$ cat src/rtl/vss_pkg.sv
// Package for the valve station sequencer: field widths, reset values and opcodes.
// No dependencies; used by valve_station_sequencer_unit.
package vss_pkg;

    localparam int STATION_COUNT_DEF = 4;

    localparam int TPM_W   = 17;
    localparam int MIN_W   = 10;
    localparam int OP_W    = 3;
    localparam int ST_W    = 3;
    localparam int MASK_W  = 4;
    localparam int PROG_N  = 4;

    localparam logic [TPM_W-1:0] TPM_RESET = 17'd60000;
    localparam logic [MIN_W-1:0] MIN_MAX   = 10'd1023;

    localparam int S_TDATA_W = 56;
    localparam int M_TDATA_W = 16;

    typedef enum logic [OP_W-1:0] {
        OP_TICK          = 3'd0,
        OP_START_PROGRAM = 3'd1,
        OP_START_STATION = 3'd2,
        OP_TOGGLE        = 3'd3,
        OP_STOP          = 3'd4,
        OP_CLEAR_ACTIVE  = 3'd5
    } op_t;

    localparam logic [2:0] STATUS_IDLE    = 3'd0;
    localparam logic [2:0] STATUS_PROGRAM = 3'd5;

endpackage

$ cat src/rtl/valve_station_sequencer_unit.sv
// An input transfer goes through the input register and then the result register.
// Throughput: one item per cycle while m_tready is high; the two stages are these registers.
// A stalled result register holds the input register, which then holds s_tready low.
// Reset (aresetn low, synchronous) closes all valves, clears run state and run times,
// and sets ticks_per_minute to 60000. The configuration port is always ready.
// Depends on vss_pkg.
module valve_station_sequencer_unit #(
    parameter int STATION_COUNT = vss_pkg::STATION_COUNT_DEF
) (
    input  logic                           aclk,
    input  logic                           aresetn,
    // Configuration: ticks_per_minute
    input  logic                           cfg_valid,
    output logic                           cfg_ready,
    input  logic [vss_pkg::TPM_W-1:0]      cfg_data,
    // Input channel
    input  logic                           s_tvalid,
    output logic                           s_tready,
    // Fields from bit 0: station[2:0], station_minutes[12:3], run_minutes_one[22:13],
    // run_minutes_two[32:23], run_minutes_three[42:33], run_minutes_four[52:43], zero fill.
    input  logic [vss_pkg::S_TDATA_W-1:0]  s_tdata,
    // Fields from bit 0: op[2:0].
    input  logic [vss_pkg::OP_W-1:0]       s_tuser,
    // Result channel
    output logic                           m_tvalid,
    input  logic                           m_tready,
    // Fields from bit 0: valve_mask[3:0], master_valve[4], run_status[7:5],
    // active_station[10:8], activity_seen[11], zero fill.
    output logic [vss_pkg::M_TDATA_W-1:0]  m_tdata
);

    localparam int SW  = (STATION_COUNT < 2) ? 1 : $clog2(STATION_COUNT + 1);
    localparam int IW  = (STATION_COUNT < 2) ? 1 : $clog2(STATION_COUNT);
    localparam int VW  = STATION_COUNT;
    localparam int VXW = (VW > vss_pkg::MASK_W) ? VW : vss_pkg::MASK_W;
    localparam int SXW = (SW > 3) ? SW : 3;
    localparam int MW  = vss_pkg::MIN_W;

    typedef logic [MW-1:0] minutes_t;

    // Configuration register
    logic [vss_pkg::TPM_W-1:0] tpm_reg;

    // Input register
    logic                      in_valid_reg;
    logic [vss_pkg::OP_W-1:0]  in_op_reg;
    logic [vss_pkg::ST_W-1:0]  in_station_reg;
    minutes_t                  in_minutes_reg;
    minutes_t                  in_prog_reg [vss_pkg::PROG_N];

    // Sequencer state
    minutes_t                  rt_reg [STATION_COUNT];
    minutes_t                  rt_next [STATION_COUNT];
    logic [SW-1:0]             cur_reg, cur_next;
    logic                      running_reg, running_next;
    logic                      prog_reg, prog_next;
    logic [VW-1:0]             valves_reg, valves_next;
    logic                      master_reg, master_next;
    logic [vss_pkg::TPM_W-1:0] tick_reg, tick_next;
    minutes_t                  min_reg, min_next;
    logic                      act_reg, act_next;

    // Result register
    logic                      out_valid_reg;
    logic [vss_pkg::M_TDATA_W-1:0] out_data_reg, out_data_next;

    logic                      advance;
    logic                      in_xfer;

    assign advance   = !out_valid_reg || m_tready;
    assign s_tready  = !in_valid_reg || advance;
    assign in_xfer   = s_tvalid && s_tready;
    assign cfg_ready = 1'b1;
    assign m_tvalid  = out_valid_reg;
    assign m_tdata   = out_data_reg;

    always_comb begin
        logic [VW-1:0]             cur_bit;
        logic [VW-1:0]             st_bit;
        logic [SW-1:0]             st_num;
        logic                      st_ok;
        logic                      last_station;
        logic [IW-1:0]             cur_idx;
        logic [IW-1:0]             st_idx;
        logic [vss_pkg::TPM_W-1:0] tick_inc;
        minutes_t                  min_inc;
        minutes_t                  min_now;
        logic                      start_req;
        logic [VXW-1:0]            valves_ext;
        logic [SXW-1:0]            cur_ext;
        logic [2:0]                status;
        logic [2:0]                active;

        cur_next     = cur_reg;
        running_next = running_reg;
        prog_next    = prog_reg;
        valves_next  = valves_reg;
        master_next  = master_reg;
        tick_next    = tick_reg;
        min_next     = min_reg;
        act_next     = act_reg;
        for (int i = 0; i < STATION_COUNT; i++) begin
            rt_next[i] = rt_reg[i];
        end

        cur_bit      = VW'(1) << (cur_reg - SW'(1));
        st_num       = SW'(in_station_reg);
        st_ok        = (in_station_reg != '0) && (32'(in_station_reg) <= STATION_COUNT);
        st_bit       = VW'(1) << (st_num - SW'(1));
        last_station = (32'(cur_reg) >= STATION_COUNT);
        cur_idx      = IW'(cur_reg - SW'(1));
        st_idx       = IW'(st_num - SW'(1));
        tick_inc     = vss_pkg::TPM_W'(tick_reg + 1'b1);
        min_inc      = (min_reg == vss_pkg::MIN_MAX) ? min_reg : minutes_t'(min_reg + 1'b1);
        min_now      = min_reg;
        start_req    = 1'b0;

        unique case (in_op_reg)
            vss_pkg::OP_TICK: begin
                if (running_reg) begin
                    master_next = 1'b1;
                    if ((valves_reg & cur_bit) == '0) begin
                        // First tick of a station opens its valve and restarts the timer.
                        valves_next = valves_reg | cur_bit;
                        tick_next   = '0;
                        min_next    = '0;
                        act_next    = 1'b1;
                    end else begin
                        // A setting of zero compares as always reached, i.e. acts like one.
                        tick_next = tick_inc;
                        if (tick_inc >= tpm_reg) begin
                            tick_next = '0;
                            min_now   = min_inc;
                        end
                        min_next = min_now;
                        if (min_now >= rt_reg[cur_idx]) begin
                            if (!prog_reg || last_station) begin
                                cur_next     = '0;
                                running_next = 1'b0;
                                prog_next    = 1'b0;
                                valves_next  = '0;
                                master_next  = 1'b0;
                                tick_next    = '0;
                                min_next     = '0;
                            end else begin
                                valves_next = valves_reg & ~cur_bit;
                                cur_next    = SW'(cur_reg + 1'b1);
                                tick_next   = '0;
                                min_next    = '0;
                            end
                        end
                    end
                end
            end
            vss_pkg::OP_START_PROGRAM: begin
                for (int i = 0; i < STATION_COUNT; i++) begin
                    rt_next[i] = (i < vss_pkg::PROG_N) ? in_prog_reg[i[1:0]] : '0;
                end
                cur_next     = SW'(1);
                running_next = 1'b1;
                prog_next    = 1'b1;
                valves_next  = valves_reg & VW'(1);
                tick_next    = '0;
                min_next     = '0;
            end
            vss_pkg::OP_START_STATION: begin
                start_req = 1'b1;
            end
            vss_pkg::OP_TOGGLE: begin
                if (running_reg) begin
                    cur_next     = '0;
                    running_next = 1'b0;
                    prog_next    = 1'b0;
                    valves_next  = '0;
                    master_next  = 1'b0;
                    tick_next    = '0;
                    min_next     = '0;
                end else begin
                    start_req = 1'b1;
                end
            end
            vss_pkg::OP_STOP: begin
                cur_next     = '0;
                running_next = 1'b0;
                prog_next    = 1'b0;
                valves_next  = '0;
                master_next  = 1'b0;
                tick_next    = '0;
                min_next     = '0;
            end
            vss_pkg::OP_CLEAR_ACTIVE: begin
                act_next = 1'b0;
            end
            default: begin
            end
        endcase

        if (start_req && st_ok) begin
            rt_next[st_idx] = in_minutes_reg;
            cur_next        = st_num;
            running_next    = 1'b1;
            prog_next       = 1'b0;
            valves_next     = valves_reg & st_bit;
            tick_next       = '0;
            min_next        = '0;
        end

        valves_ext = VXW'(valves_next);
        cur_ext    = SXW'(cur_next);
        if (!running_next) begin
            status = vss_pkg::STATUS_IDLE;
        end else if (prog_next) begin
            status = vss_pkg::STATUS_PROGRAM;
        end else begin
            status = cur_ext[2:0];
        end
        active = running_next ? cur_ext[2:0] : 3'd0;

        out_data_next = {4'd0, act_next, active, status, master_next,
                         valves_ext[vss_pkg::MASK_W-1:0]};
    end

    always_ff @(posedge aclk) begin
        if (!aresetn) begin
            tpm_reg       <= vss_pkg::TPM_RESET;
            in_valid_reg  <= 1'b0;
            out_valid_reg <= 1'b0;
            cur_reg       <= '0;
            running_reg   <= 1'b0;
            prog_reg      <= 1'b0;
            valves_reg    <= '0;
            master_reg    <= 1'b0;
            tick_reg      <= '0;
            min_reg       <= '0;
            act_reg       <= 1'b0;
            for (int i = 0; i < STATION_COUNT; i++) begin
                rt_reg[i] <= '0;
            end
        end else begin
            if (cfg_valid && cfg_ready) begin
                tpm_reg <= cfg_data;
            end

            if (in_xfer) begin
                in_valid_reg <= 1'b1;
            end else if (advance) begin
                in_valid_reg <= 1'b0;
            end

            if (in_valid_reg && advance) begin
                out_valid_reg <= 1'b1;
                cur_reg       <= cur_next;
                running_reg   <= running_next;
                prog_reg      <= prog_next;
                valves_reg    <= valves_next;
                master_reg    <= master_next;
                tick_reg      <= tick_next;
                min_reg       <= min_next;
                act_reg       <= act_next;
                for (int i = 0; i < STATION_COUNT; i++) begin
                    rt_reg[i] <= rt_next[i];
                end
            end else if (m_tready) begin
                out_valid_reg <= 1'b0;
            end
        end
    end

    // Payload registers carry no reset.
    always_ff @(posedge aclk) begin
        if (in_xfer) begin
            in_op_reg      <= s_tuser;
            in_station_reg <= s_tdata[2:0];
            in_minutes_reg <= s_tdata[12:3];
            in_prog_reg[0] <= s_tdata[22:13];
            in_prog_reg[1] <= s_tdata[32:23];
            in_prog_reg[2] <= s_tdata[42:33];
            in_prog_reg[3] <= s_tdata[52:43];
        end
        if (in_valid_reg && advance) begin
            out_data_reg <= out_data_next;
        end
    end

    // An idle sequencer has every valve closed and no current station.
    assert property (@(posedge aclk) disable iff (!aresetn)
        !running_reg |-> (valves_reg == '0 && cur_reg == '0))
        else $error("idle sequencer holds an open valve or a station");

    // While running, the current station is a real one.
    assert property (@(posedge aclk) disable iff (!aresetn)
        running_reg |-> (cur_reg != '0 && 32'(cur_reg) <= STATION_COUNT))
        else $error("running with a station out of range");

    // At most one station valve is open at a time.
    assert property (@(posedge aclk) disable iff (!aresetn)
        $onehot0(valves_reg))
        else $error("more than one station valve open");

    // A station valve is never open without the master valve.
    assert property (@(posedge aclk) disable iff (!aresetn)
        (valves_reg != '0) |-> master_reg)
        else $error("station valve open with master closed");

    // A stalled result register freezes the sequencer state.
    assert property (@(posedge aclk) disable iff (!aresetn)
        (out_valid_reg && !m_tready) |=>
            ($stable(valves_reg) && $stable(cur_reg) && $stable(running_reg)))
        else $error("state moved while the result was stalled");

endmodule

$ cat config.mk
export PLATFORM = sky130hd
export DESIGN_NAME = valve_station_sequencer_unit
export DESIGN_NICKNAME = d
export VERILOG_FILES = /design/src/rtl/vss_pkg.sv /design/src/rtl/valve_station_sequencer_unit.sv
export SDC_FILE = /design/constraint.sdc
export NUM_CORES = 1
export LEC_CHECK = 0
export BUFFER_PORTS_ARGS = -buffer_cell sky130_fd_sc_hd__buf_2
export CAP_MARGIN = 20
export CORE_ASPECT_RATIO = 1.75
export CORE_UTILIZATION = 50
export CTS_BUF_LIST = sky130_fd_sc_hd__clkbuf_16
export CTS_CLUSTER_DIAMETER = 150
export DETAILED_ROUTE_END_ITERATION = 10
export GPL_TIMING_DRIVEN = 0
export PLACE_DENSITY = 0.82
export SLEW_MARGIN = 10
export SYNTH_ARGS = -nofsm -noshare
export SYNTH_HDL_FRONTEND = slang
export SYNTH_SLANG_ARGS = --single-unit
$ cat constraint.sdc
create_clock -name aclk -period 10.1 [get_ports aclk]
set_input_delay 2.02 -clock aclk [delete_from_list [all_inputs] [get_ports aclk]]
set_output_delay 2.02 -clock aclk [all_outputs]
set_load 0.1 [all_outputs]
Yosys cells after proc, flatten, opt, wreduce, memory -nomap -nowiden

Memories as Yosys holds them, arrays and structs flattened.
Index checks and enable logic that the tools add are counted.

Register bits after elaboration: 85
Latch bits: 0
Memory bits (writable): 80
Bits in read-only memories: 0
Input port bits: 81
Output and inout port bits: 19
Logic and storage cells: 145
Memories kept: 2

Add/subtract/negate cells: 5
Multiply operators: 0
Div/mod/pow operators: 0
$lt $le $gt $ge: 6
Equal/unequal tests: 8
Shift-type cells: 2
Muxes and demuxes: 73
Bitwise logic cells: 11
Reductions and logical operators: 21

Memories:

| memory      | depth | bits a word | rd ports | clocked after memory_dff | wr ports | line                               | RTL |
|---|---|---|---|---|---|---|---|
| in_prog_reg | 4     | 10          | 4        | 0                        | 4        | valve_station_sequencer_unit.sv:49 | `minutes_t in_prog_reg [vss_pkg::PROG_N];` |
| rt_reg      | 4     | 10          | 5        | 0                        | 4        | valve_station_sequencer_unit.sv:52 | `minutes_t rt_reg [STATION_COUNT];` |

Operators by type and width:

| operator                                                          | count |
|---|---|
| 10-bit two-way mux                                                | 15 |
| 17-bit two-way mux                                                | 6 |
| 40-bit two-way mux                                                | 2 |
| 17-bit case mux with 3 select lines                               | 1 |
| 40-bit bitwise mux                                                | 1 |
| 10-bit case mux with 3 select lines                               | 1 |
| 1-bit two-way mux                                                 | 26 |
| 4-bit two-way mux                                                 | 6 |
| 3-bit two-way mux                                                 | 7 |
| 10-bit demux with 2-bit select                                    | 1 |
| 17-bit by 1-bit adder with 17-bit output, second input constant   | 1 |
| 17-bit greater-or-equal comparator                                | 1 |
| 4-bit case mux with 4 select lines                                | 1 |
| 4-bit AND                                                         | 3 |
| 3-bit case mux with 4 select lines                                | 1 |
| 10-bit by 1-bit adder with 10-bit output, second input constant   | 1 |
| 10-bit == test, second input constant                             | 1 |
| 10-bit greater-or-equal comparator                                | 1 |
| 1-bit by 3-bit left shift with 4-bit output, first input constant | 2 |
| 3-bit by 2-bit == test with 1-bit output, second input constant   | 2 |
| 3-bit == test, second input constant                              | 2 |
| 3-bit greater-or-equal comparator, second input constant          | 2 |
| 3-bit != test, second input constant                              | 2 |
| 1-bit case mux with 3 select lines                                | 2 |
| other kinds (22)                                                  | 38 |

Longest topological paths before layout

Word-level depth: 15
Gate-level depth with buffers: 23
Depth with buffers taken out: 21

Least setup slack after synthesis

Ideal clock, no wire load.

Path kind: flip-flop to flip-flop
From: reg tick_reg[0] in the netlist's numbering
To: reg out_data_reg, in the netlist m_tdata[6] (data pin)
Data arrival time: 4,801 ps
Data required time: 9,814 ps
Path slack: 5,013 ps
Stages on the path, launching flop included: 21
Buffers on the path: 1
Clock period less this slack: 5,087 ps
Cells stage by stage: dfxtp_1 ha_1 nand3_1 nor2_1 nor2b_1 or2_2 ha_1 nand4_1 o41ai_1 nand4b_1 o21ai_0 nor2_1 clkbuf_1 or3_1 xnor2_1 ha_1 nand4_1 o31ai_1 o21ai_0 a311oi_1 nor3b_1

Cells in the longest elaborated chain, start to end: 14
Elaborated cells on any way between the ends: 24
Classes of those cells: 1 x add/sub; 2 x order compare; 19 x mux; 1 x bitwise; 1 x reduce/logical

RTL lines:

| item                                       | line                                | RTL |
|---|---|---|
| start: declaration                         | valve_station_sequencer_unit.sv:59  | `logic [vss_pkg::TPM_W-1:0] tick_reg, tick_next;` |
| start signal: assignment                   | valve_station_sequencer_unit.sv:257 | `tick_reg <= tick_next;` |
| 17-bit by 1-bit adder with 17-bit output * | valve_station_sequencer_unit.sv:113 | `tick_inc = vss_pkg::TPM_W'(tick_reg + 1'b1);` |
| 17-bit greater-or-equal comparator *       | valve_station_sequencer_unit.sv:131 | `if (tick_inc >= tpm_reg) begin` |
| 10-bit two-way mux *                       | valve_station_sequencer_unit.sv:131 |  |
| 10-bit two-way mux *                       | valve_station_sequencer_unit.sv:122 | `if ((valves_reg & cur_bit) == '0) begin` |
| 10-bit two-way mux *                       | valve_station_sequencer_unit.sv:120 | `if (running_reg) begin` |
| 10-bit two-way mux *                       | valve_station_sequencer_unit.sv:118 | `unique case (in_op_reg)` |
| 10-bit greater-or-equal comparator *       | valve_station_sequencer_unit.sv:136 | `if (min_now >= rt_reg[cur_idx]) begin` |
| 1-bit two-way mux                          | valve_station_sequencer_unit.sv:136 |  |
| 1-bit two-way mux                          | valve_station_sequencer_unit.sv:122 |  |
| 1-bit two-way mux                          | valve_station_sequencer_unit.sv:120 |  |
| 1-bit case mux with 3 select lines         | valve_station_sequencer_unit.sv:118 |  |
| 1-bit two-way mux                          | valve_station_sequencer_unit.sv:198 | `if (start_req && st_ok) begin` |
| 1-bit inverter (no line)                   | n/a                                 |  |
| 2-bit OR reduction (no line)               | n/a                                 |  |
| end signal: assignment                     | valve_station_sequencer_unit.sv:281 | `out_data_reg <= out_data_next;` |
| end: declaration                           | valve_station_sequencer_unit.sv:65  | `logic [vss_pkg::M_TDATA_W-1:0] out_data_reg, out_data_next;` |

Every way passes the cells marked *; elsewhere a longest branch is shown, timed or not. The select of a mux whose other input is x is not followed.
A chain may end at the register's enable or synchronous reset.

Worst setup path in the final report

Same ends and word-level chain as after synthesis.

==> impl_metrics.env <==
export IMPL_startpoint_type="flop"
export IMPL_p_int_mw=1.18
export IMPL_holdWs_ns=0.492
export IMPL_max_freq_mhz=157
export IMPL_post_cts_setup_buffers=0
export IMPL_cts_root_buf="clkbuf_16"
export IMPL_use_met2=0.437
export IMPL_drive_above_1_share=0.171
export IMPL_power_density_mw_per_mm2=159
export IMPL_p_leak_nw=3.75
export IMPL_cts_hold_buf=0
export IMPL_status="completed"
export IMPL_met1_usage=0.237
export IMPL_place_area_mm2=0.00934
export IMPL_final_common_cell="edfxtp_1"
export IMPL_crit_path_max_fanout=10
export IMPL_grt_util_met3=0.0492
export IMPL_antenna_found_initial=0
export IMPL_critPathMaxStageDelay_ns=0.82
export IMPL_die_width_um=101
export IMPL_htreeDepth=4
export IMPL_synthArstFlopShare=0
export IMPL_maxSlewViolCount=0
export IMPL_grtUsageTotal=0.240
export IMPL_antenna_left=0
export IMPL_insertedDiodeCount=0
export IMPL_finalHoldViolations=0
export IMPL_io_pins=100
export IMPL_power_switching_mw=0.405
export IMPL_dieArea_mm2=0.0177
export IMPL_core_area_mm2=0.0166
export IMPL_fin_crit_ns=6.38
export IMPL_post_route_cell_area_mm2=0.00995
export IMPL_fin_nets=1038
export IMPL_synth_edf_count=108
export IMPL_clock_path_buffers=2
export IMPL_gr_max_usage_layer="met2"
export IMPL_synth_area_mm2=0.00856
export IMPL_maxCapViolCount=0
export IMPL_clock_sinks=165
export IMPL_seqPwrFrac=0.487
export IMPL_crit_type="flop to flop"
export IMPL_grt_pass1_vias=6640
export IMPL_fin_cells=1158
export IMPL_tritoncts="done"
export IMPL_mostFrequentLayoutCells="108 x edfxtp_1, 101 x nor2_1, 95 x buf_2"
export IMPL_first_pass_iters=5
export IMPL_syn_area_per_cell_um2=10.6
export IMPL_wire_per_inst_um=17.6
export IMPL_grt_max_degree=34
export IMPL_dp_cells=1125
export IMPL_drc_errors=0
export IMPL_fin_crit_sh=0.632
export IMPL_final_setup_tns_ns=0
export IMPL_yosys_register_bits=165
export IMPL_synthFlopType="edfxtp_1"
export IMPL_clkSlewWorstSetupHoldPaths_ns=0.06
export IMPL_slew_headroom=0.414
export IMPL_vdd_ir_drop_max_v=0.000213
export IMPL_netlist_instances=807
export IMPL_worst_pin_slew_ns=0.873
export IMPL_pwr_share_clk=0.413
export IMPL_yosys_cell_types_count=71
export IMPL_die_h_um=175
export IMPL_pwr_share_comb=0.099
export IMPL_cts_resized=0
export IMPL_numPortBuffers=89
export IMPL_crit_buf_inv=1
export IMPL_arrival_ns=6.53
export IMPL_finalSetupViolCount=0
export IMPL_slowest_stage="a311oi_1"
export IMPL_clock_skew_ns=0.0115
export IMPL_grt_pass1_wl_um=32100
export IMPL_path_delay_family="compound AO/OA/AOI/OAI gates"
export IMPL_dp_hpwl_um=15200
export IMPL_clock_latency_ns=0.43
export IMPL_row_count=62
export IMPL_avgViaCountPerCell=5.77
export IMPL_area_growth_pct=16.3
export IMPL_gr_total_overflow=0
export IMPL_yosysWarnings=0
export IMPL_via_count=6687
export IMPL_hold_path_class="flop to flop"
export IMPL_initialDrtViolationCount=404
export IMPL_fill_cells=1386
export IMPL_wl_um=20400
export IMPL_path_cells="ha_1, nand3_1, nor3_1, nand3_1, xnor2_1, ha_1, nand4_1, nor2_1, a221oi_1, o21ai_0, nor2_1, clkbuf_1, nor2_1, xor2_1, ha_1, nand4_1, o31ai_1, o21ai_0, a311oi_1, nor3b_1"
export IMPL_cts_buffers=17
export IMPL_p_sw_frac=0.256
export IMPL_grt_setup_unrepaired="false"
export IMPL_end_kind="flop"
export IMPL_gp_congestion=0.923
export IMPL_required_ns=10.24
export IMPL_initial_core_util=0.516
export IMPL_ys_seq_area_frac=0.512
[cells by family after synthesis]
| family | count (synthesis) | share of synthesized area |
|---|---|---|
| AOI/OAI and AO/OA | 184 | 0.146 |
| xor gates and xnor gates | 22 | 0.0234 |
| adders and majority gates | 36 | 0.0526 |
| buffers and inverters | 92 | 0.0439 |
| DFF | 165 | 0.512 |
| muxes | 63 | 0.0885 |
| other | 2 | 0.000878 |
| and+or+nand+nor | 243 | 0.133 |
[through the flow]
| step | utilization | power [mW] | setup slack (ns) |
|---|---|---|---|
| floorplan | - | 0.890 | 5.01 |
| global placement | 0.560 | 0.937 | 3.82 |
| detailed placement | 0.563 | 0.942 | 3.72 |
| CTS | 0.598 | 1.59 | 3.71 |
| global route | 0.599 | 1.63 | 3.23 |
| finish | 0.599 | 1.59 | 3.72 |
[cells in the mapped netlist (24+ instances only)]
cell      number  area, µm²
o21ai_0       33        165
nand3_1       24        120
inv_1         41        154
a21oi_1       34        170
ha_1          36        450
nor2_1       101        379
clkbuf_1      36        135
edfxtp_1     108       3240
dfxtp_1       57       1140
a211oi_1      43        323
nand2_1       53        199
mux2i_1       52        521
[final cells by class]
type / count / area, µm² / area share
sequential: 165 / 4380 / 0.441
tap: 224 / 280 / 0.0282
clock inverter: 15 / 170 / 0.0171
multi-input combinational: 553 / 3810 / 0.383
clock buffer: 17 / 425 / 0.0428
timing repair buffer: 92 / 500 / 0.0503
inverter: 42 / 158 / 0.0158
buffer: 50 / 218 / 0.0219
[worst register-to-register path, cell delays in order (launching register included)]
cell      delay [ns]
dfxtp_1         0.44
ha_1            0.25
nand3_1         0.18
nor3_1          0.49
nand3_1         0.17
xnor2_1         0.24
ha_1            0.31
nand4_1         0.19
nor2_1          0.06
a221oi_1        0.31
o21ai_0         0.19
nor2_1          0.24
clkbuf_1        0.33
nor2_1          0.17
xor2_1          0.18
ha_1            0.32
nand4_1         0.11
o31ai_1         0.58
o21ai_0         0.37
a311oi_1        0.82
nor3b_1         0.13
[worst paths after layout]
check                   start     endpoint  slack, ns  cells past startpoint
hold / removal    tpm_reg[11]  tpm_reg[11]       0.49                      2
setup / recovery  tick_reg[0]   m_tdata[6]       3.72                     20
hold reg to reg   tpm_reg[11]  tpm_reg[11]       0.49                      2
setup reg to reg  tick_reg[0]   m_tdata[6]       3.72                     20
[power by group through the flow]
stage	Clock, mW	Sequential [mW]	Combinational [mW]
after CTS	0.662	0.772	0.157
after global routing	0.685	0.775	0.170
after floorplan	0	0.798	0.0918
final	0.655	0.772	0.158
after detailed placement	0	0.786	0.156
after global placement	0	0.787	0.150
[routing by layer]
metal  routed length (µm)  vias to the layer above
li1                     -                     3198
met1                 7270                     3133
met2                10900                      279
met3                 1050                       77
met4                 1120                        0
met5                    0                        -
Power figures use the tool's default switching activity.
